--- config.mk ---
export PLATFORM = sky130hd
export DESIGN_NAME = tq_cell
export DESIGN_NICKNAME = d
export VERILOG_FILES = /design/src/hw/rtl/tq_pkg.sv /design/src/hw/rtl/tq_cell.sv
export SDC_FILE = /design/constraint.sdc
export NUM_CORES = 1
export LEC_CHECK = 0
export BUFFER_PORTS_ARGS = -buffer_cell sky130_fd_sc_hd__buf_4
export CORE_AREA = 4 4 156 158
export CTS_CLUSTER_DIAMETER = 100
export CTS_CLUSTER_SIZE = 10
export DETAILED_ROUTE_END_ITERATION = 6
export DIE_AREA = 0 0 160 162
export PLACE_DENSITY_LB_ADDON = 0.3
export SLEW_MARGIN = 20
export SYNTH_ARGS = -nofsm -noshare
export SYNTH_HDL_FRONTEND = slang
export SYNTH_SLANG_ARGS = --single-unit
--- constraint.sdc ---
create_clock -name clk -period 5.7 [get_ports clk]
set_input_delay 1.425 -clock clk [delete_from_list [all_inputs] [get_ports clk]]
set_output_delay 1.425 -clock clk [all_outputs]
set_load 0.1 [all_outputs]
--- src/hw/rtl/tq_pkg.sv ---
// tq_pkg: shared types and codes for the timer expiry queue.
// Used by tq_cell and timer_expiry_queue; no dependencies.
package tq_pkg;

    localparam int ID_W    = 8;
    localparam int IVL_W   = 32;
    localparam int MIN_W   = 20;
    localparam int PORT_TW = 48;
    localparam int KIND_W  = 2;

    localparam logic [MIN_W-1:0] MIN_DELAY_RST = 20'd100;

    localparam logic OP_ADD  = 1'b0;
    localparam logic OP_TICK = 1'b1;

    localparam logic [KIND_W-1:0] KIND_ADD   = 2'd0;
    localparam logic [KIND_W-1:0] KIND_FIRED = 2'd1;
    localparam logic [KIND_W-1:0] KIND_TICK  = 2'd2;

    // Command broadcast to every cell of the chain
    typedef struct packed {
        logic shift;   // take the right neighbor's entry (pop the head)
        logic insert;  // sorted insert of the broadcast entry
        logic mark;    // flag entries due at the current time
    } tq_cmd_t;

endpackage

--- src/hw/rtl/tq_cell.sv ---
// tq_cell: one entry of the sorted timer chain.
// Depends on tq_pkg for the command struct and field widths.
module tq_cell #(
    parameter int TW = 48
) (
    input  logic                  clk,
    input  logic                  rst_n,
    input  tq_pkg::tq_cmd_t       cmd,
    input  logic [TW-1:0]         now,
    input  logic [TW-1:0]         ins_exp,
    input  logic [tq_pkg::ID_W-1:0]  ins_id,
    input  logic [tq_pkg::IVL_W-1:0] ins_ivl,
    input  logic                  left_valid,
    input  logic                  left_due,
    input  logic [TW-1:0]         left_exp,
    input  logic [tq_pkg::ID_W-1:0]  left_id,
    input  logic [tq_pkg::IVL_W-1:0] left_ivl,
    input  logic                  left_ahead,
    input  logic                  right_valid,
    input  logic                  right_due,
    input  logic [TW-1:0]         right_exp,
    input  logic [tq_pkg::ID_W-1:0]  right_id,
    input  logic [tq_pkg::IVL_W-1:0] right_ivl,
    output logic                  valid,
    output logic                  due,
    output logic [TW-1:0]         exp,
    output logic [tq_pkg::ID_W-1:0]  id,
    output logic [tq_pkg::IVL_W-1:0] ivl,
    output logic                  ahead
);
    import tq_pkg::*;

    logic              valid_reg, valid_next;
    logic              due_reg, due_next;
    logic [TW-1:0]     exp_reg, exp_next;
    logic [ID_W-1:0]   id_reg, id_next;
    logic [IVL_W-1:0]  ivl_reg, ivl_next;

    // New entry sorts ahead of this one: key is {not due, expiry, id}
    assign ahead = !valid_reg ||
                   ({~due_reg, exp_reg, id_reg} > {1'b1, ins_exp, ins_id});

    always_comb
    begin
        valid_next = valid_reg;
        due_next   = due_reg;
        exp_next   = exp_reg;
        id_next    = id_reg;
        ivl_next   = ivl_reg;
        if (cmd.shift)
        begin
            valid_next = right_valid;
            due_next   = right_due;
            exp_next   = right_exp;
            id_next    = right_id;
            ivl_next   = right_ivl;
        end
        else if (cmd.insert && ahead)
        begin
            if (left_ahead)
            begin
                valid_next = left_valid;
                due_next   = left_due;
                exp_next   = left_exp;
                id_next    = left_id;
                ivl_next   = left_ivl;
            end
            else
            begin
                valid_next = 1'b1;
                due_next   = 1'b0;
                exp_next   = ins_exp;
                id_next    = ins_id;
                ivl_next   = ins_ivl;
            end
        end
        else if (cmd.mark)
        begin
            due_next = valid_reg && (exp_reg <= now);
        end
    end

    // Control bits
    always_ff @(posedge clk or negedge rst_n)
    begin
        if (!rst_n)
        begin
            valid_reg <= 1'b0;
            due_reg   <= 1'b0;
        end
        else
        begin
            valid_reg <= valid_next;
            due_reg   <= due_next;
        end
    end

    // Payload
    always_ff @(posedge clk)
    begin
        exp_reg <= exp_next;
        id_reg  <= id_next;
        ivl_reg <= ivl_next;
    end

    assign valid = valid_reg;
    assign due   = due_reg;
    assign exp   = exp_reg;
    assign id    = id_reg;
    assign ivl   = ivl_reg;

endmodule
==> Yosys cells after proc, flatten, opt, wreduce, memory -nomap -nowiden <==
Index checks and enable logic that the tools add are counted.
{ "totals": {"input_bits": 322, "latchBits": 0, "memories": 0, "ramBits": 0, "mem_bits_ro": 0, "ff_bits": 90} }
{ "op_classes": {"n_reduce_logical": 6, "add_sub_neg": 0, "n_eq_ne": 0, "shift": 0, "mul": 0, "n_bitwise": 1, "n_lt_le_gt_ge": 2, "div_mod_pow": 0, "mux": 16} }
{ "ops": {"columns": ["cell", "n"], "rows": [
  ["48-bit 2-to-1 mux", 3],
  ["32-bit 2-to-1 mux", 3],
  ["57-bit greater-than comparator", 1],
  ["48-bit <= comparator", 1],
  ["8-bit 2-to-1 mux", 3],
  ["1-bit 2-to-1 mux", 7],
  ["3-bit nonzero test", 1],
  ["1-bit logical AND", 2],
  ["2-bit nonzero test", 1],
  ["1-bit zero test", 1],
  ["1-bit logical OR", 1],
  ["1-bit NOT", 1]
]} }

==> Longest topological paths before layout <==
{ "depth": {"depth_word": 6, "depth_mapped": 10, "ltp_nobuf": 10} }

==> Least setup slack after synthesis <==
Ideal clock, no wire load.
{ "synth_path": {"path_kind": "in2reg", "startpoint": "input port ins_exp[40]", "endpoint": "register exp_reg[0] (netlist: exp[0]) (enable)", "setup_ps": 461, "setup_slack_ps": -1223, "path_buffers": 0, "cell_stages": 10, "t_arrival_ps": 6461, "cell_sequence": "inv_1 ha_1 nand4_1 nor4_2 nand4_1 o22ai_1 nor4b_1 o21ai_1 nand2_1 nand2b_1"} }
{ "synth_via": {"elab_chain_cells": 4} }
{ "synth_lines": {"columns": ["element", "line_no", "source"], "rows": [
  ["from (decl)", "tq_cell.sv:10", "input logic [TW-1:0] ins_exp,"],
  ["57-bit greater-than comparator", "tq_cell.sv:41", "({~due_reg, exp_reg, id_reg} > {1'b1, ins_exp, ins_id});"],
  ["1-bit logical OR", "tq_cell.sv:40", "assign ahead = !valid_reg ||"],
  ["net ahead", "tq_cell.sv:29", "output logic ahead"],
  ["1-bit logical AND", "tq_cell.sv:58", "else if (cmd.insert && ahead)"],
  ["2-bit nonzero test (no source line)", null, null],
  ["to (signal assigned)", "tq_cell.sv:101", "exp_reg <= exp_next;"],
  ["to (decl)", "tq_cell.sv:35", "logic [TW-1:0] exp_reg, exp_next;"]
]} }
The timed path passes the listed nets, and every way through them passes these cells.
A chain may end at the register's enable or synchronous reset.

==> Worst setup path in the final report <==
{ "layout_path": {"startpoint": "input port ins_exp[22]", "endpoint": "output port ahead"} }
{ "layout_via": {"elab_chain_cells": 2} }
{ "layout_lines": {"columns": ["element", "line_no"], "rows": [
  ["57-bit greater-than comparator", "tq_cell.sv:41"],
  ["1-bit logical OR", "tq_cell.sv:40"],
  ["to (decl)", "tq_cell.sv:29"]
]} }
No other way between the ends.

==> flow_summary.json <==
{
  "initial_utilization": 0.310,
  "irDropWorstVdd_v": 0.000110,
  "setup_violations": 0,
  "grt_overflow": 0,
  "max_stage_delay_ns": 0.57,
  "synth_ff_type": "edfxtp_1",
  "async_flop_share": 0.0222,
  "cp_num_buf_inv": 3,
  "synth-seq-area-share": 0.376,
  "relSlewSlack": 0.483,
  "stdcell_count": 1468,
  "reg2reg_depth": 10,
  "ys_seq_elements": 90,
  "fmax_ghz": 0.193,
  "htree_levels": 3,
  "rows": 56,
  "synth_commonest_cells": "nand2_1 (117), inv_1 (113), ha_1 (104)",
  "clockBufferDepth": 2,
  "synth-edff-count": 88,
  "grt_pass1_wl_um": 39500,
  "route.detailed.drc": 0,
  "cts_resized": 0,
  "path_depth": 10,
  "r2r_slack_ns": 2.31,
  "io_pins": 413,
  "grt_antenna_before_repair": 1,
  "hold_buffers": 0,
  "power_density_mw_per_mm2": 248,
  "die-area_mm2": 0.0259,
  "grt_max_degree": 110,
  "globalplace.congestion": 0.864,
  "drtIter0Drc": 272,
  "min_path_type": "flip-flop to flip-flop",
  "dp_hpwl_um": 22200,
  "rsz0062_at_grt": "false",
  "status": "complete, no violations",
  "chipWidth_um": 160,
  "io_buffers": 412,
  "fin_tns_setup_ns": 0,
  "track_usage": 0.195,
  "grt_pass1_vias": 7185,
  "dp_cells": 1452,
  "clk_pin_slew_ns": 0.07,
  "drive_gt1_frac": 0.374,
  "area_delta_synth_final_pct": 52.3,
  "largest_reg_flops": 48,
  "wl_um": 26400,
  "max_slew.worst_pin.slew_ns": 0.776,
  "numCtsBuffers": 9,
  "nNetsFinal": 1599,
  "synth.area.top_cells": "edfxtp_1 (37%), ha_1 (18%), mux2i_1 (12%), o21ai_0 (7.1%), nand2_1 (6.1%)",
  "report.final.hold_viol_count": 0,
  "min_period_ns": 5.18,
  "clk_latency_ns": 0.35,
  "synth_area_leader_cell": "edfxtp_1",
  "clock_sinks": 90,
  "start_kind": "primary input",
  "crit_chain": "buf_4 -> inv_1 -> ha_1 -> a21oi_1 -> o21ai_0 -> a221oi_1 -> o22ai_1 -> nor4b_1 -> o21ai_2 -> buf_4",
  "fillers": 2250,
  "crit_type": "primary input to primary output",
  "worst_setup_path_end_kind": "primary output",
  "postSynthCellCount": 774,
  "slew_viol_final": 0,
  "p_leak_nw": 5.65,
  "fin_crit_sh": 0.910,
  "cts_tree": "built",
  "vias": 7042,
  "register_area_mm2": 0.00269,
  "cts_root_buf": "clkbuf_16",
  "ant_nets": 0,
  "die_y_um": 162,
  "max_cap_viol_count": 0,
  "synth_cell_types": 39,
  "worstPathRequired_ns": 4.28,
  "crit_arrival_ns": 3.76,
  "dr.pass1.iters": 4,
  "core_area_mm2": 0.0231,
  "worstPathMaxFanout": 4,
  "cpMostUsedCell": "buf_4",
  "synth_fp_nets": 1200,
  "finClkSkew_ns": 0.0179,
  "synth_top_area_share": 0.369,
  "crit_family": "compound AO/OA/AOI/OAI gates",
  "post_cts_buffers": 0,
  "r2r_start": "exp[24]$_DFFE_PP_",
  "synth_area_mm2": 0.00717,
  "wl_per_cell_um": 18.0,
  "critPathLaunch": "ins_exp[22]",
  "worstSetupEndpoint": "ahead",
  "r2r_end": "ivl[29]$_DFFE_PP_",
  "syn_avg_cell_area_um2": 9.26,
  "yosysMostFrequentCell": "nand2_1",
  "viasPerCell": 4.80,
  "yosys_warnings": 0,
  "multi_input_area_mm2": 0.00395,
  "cpMaxStageDelayCell": "a221oi_1"
}
==> metal layers <==
layer,track usage,vias to the layer above,share of wire
met1,0.222,3196,0.38
met4,0.0544,0,0.020
li1,-,3561,-
met2,0.361,259,0.52
met5,0,-,0
met3,0.0490,26,0.073
==> how the worst min path moves through the flow <==
stage / start / end / slack, ns / depth (start not counted)
after floorplan: valid$_DFFE_PN0P_ / valid$_DFFE_PN0P_ / 1.06 / 2
after global placement: valid$_DFFE_PN0P_ / valid$_DFFE_PN0P_ / 0.65 / 2
after detailed placement: valid$_DFFE_PN0P_ / valid$_DFFE_PN0P_ / 0.68 / 2
after CTS: valid$_DFFE_PN0P_ / valid$_DFFE_PN0P_ / 0.69 / 2
after global routing: valid$_DFFE_PN0P_ / valid$_DFFE_PN0P_ / 0.72 / 2
final: valid$_DFFE_PN0P_ / valid$_DFFE_PN0P_ / 0.68 / 2
==> area by class of cell <==
class	count	area share
clock inverter	6	0.00676
timing repair buffer	418	0.292
inverter	113	0.0388
tap	290	0.0332
multi-input combinational	541	0.362
sequential	90	0.247
clock buffer	9	0.0206
antenna	1	0.000229
==> where the power goes <==
| group | switching, W | leakage [nW] | total, W | internal, W |
|---|---|---|---|---|
| clock | 0.000279 | 0.140 | 0.000623 | 0.000343 |
| combinational | 0.000824 | 4.58 | 0.00121 | 0.000386 |
| sequential | 0.0000521 | 0.922 | 0.000871 | 0.000819 |
==> layout by cell type, fill, tap and decap left out, types with 3 or more instances in the layout <==
| cell | instances |
|---|---|
| o22ai_1 | 3 |
| a21o_1 | 4 |
| clkbuf_16 | 9 |
| a21oi_1 | 41 |
| nand3_1 | 13 |
| edfxtp_1 | 88 |
| nor2_1 | 4 |
| inv_1 | 113 |
| nand2_1 | 117 |
| mux2i_1 | 88 |
| ha_1 | 104 |
| buf_12 | 4 |
| nand4_1 | 22 |
| buf_4 | 414 |
| a221oi_1 | 6 |
| nor3_1 | 7 |
| a211oi_1 | 5 |
| o21ai_0 | 102 |
==> per-stage QoR <==
stage          power, W  area (um2)  worst slack, ns   util  hold WS (ns)
6_report        0.00270       10900            0.515  0.472         0.679
5_1_grt         0.00285       10900            0.255  0.472         0.721
4_1_cts         0.00274       10900            0.360  0.472         0.695
3_5_place_dp    0.00211       10600            0.359  0.459         0.684
3_3_place_gp    0.00209       10600            0.421  0.459         0.652
2_1_floorplan   0.00169        7180            0.357      -          1.06
==> cells by family after synthesis <==
group           after synthesis  share of synthesized area
flops                        90                      0.376
simple gates                176                      0.111
fa+ha+maj                   104                      0.182
compound gates              173                      0.134
buf+inv                     143                     0.0749
mux                          88                      0.123
==> worst min-delay path, stage by stage (launching register included) <==
cell and delay, ns:
dfrtp_1 0.43, nor2_1 0.13, o31ai_1 0.08
Note: power is estimated with default switching activity, not from simulation.
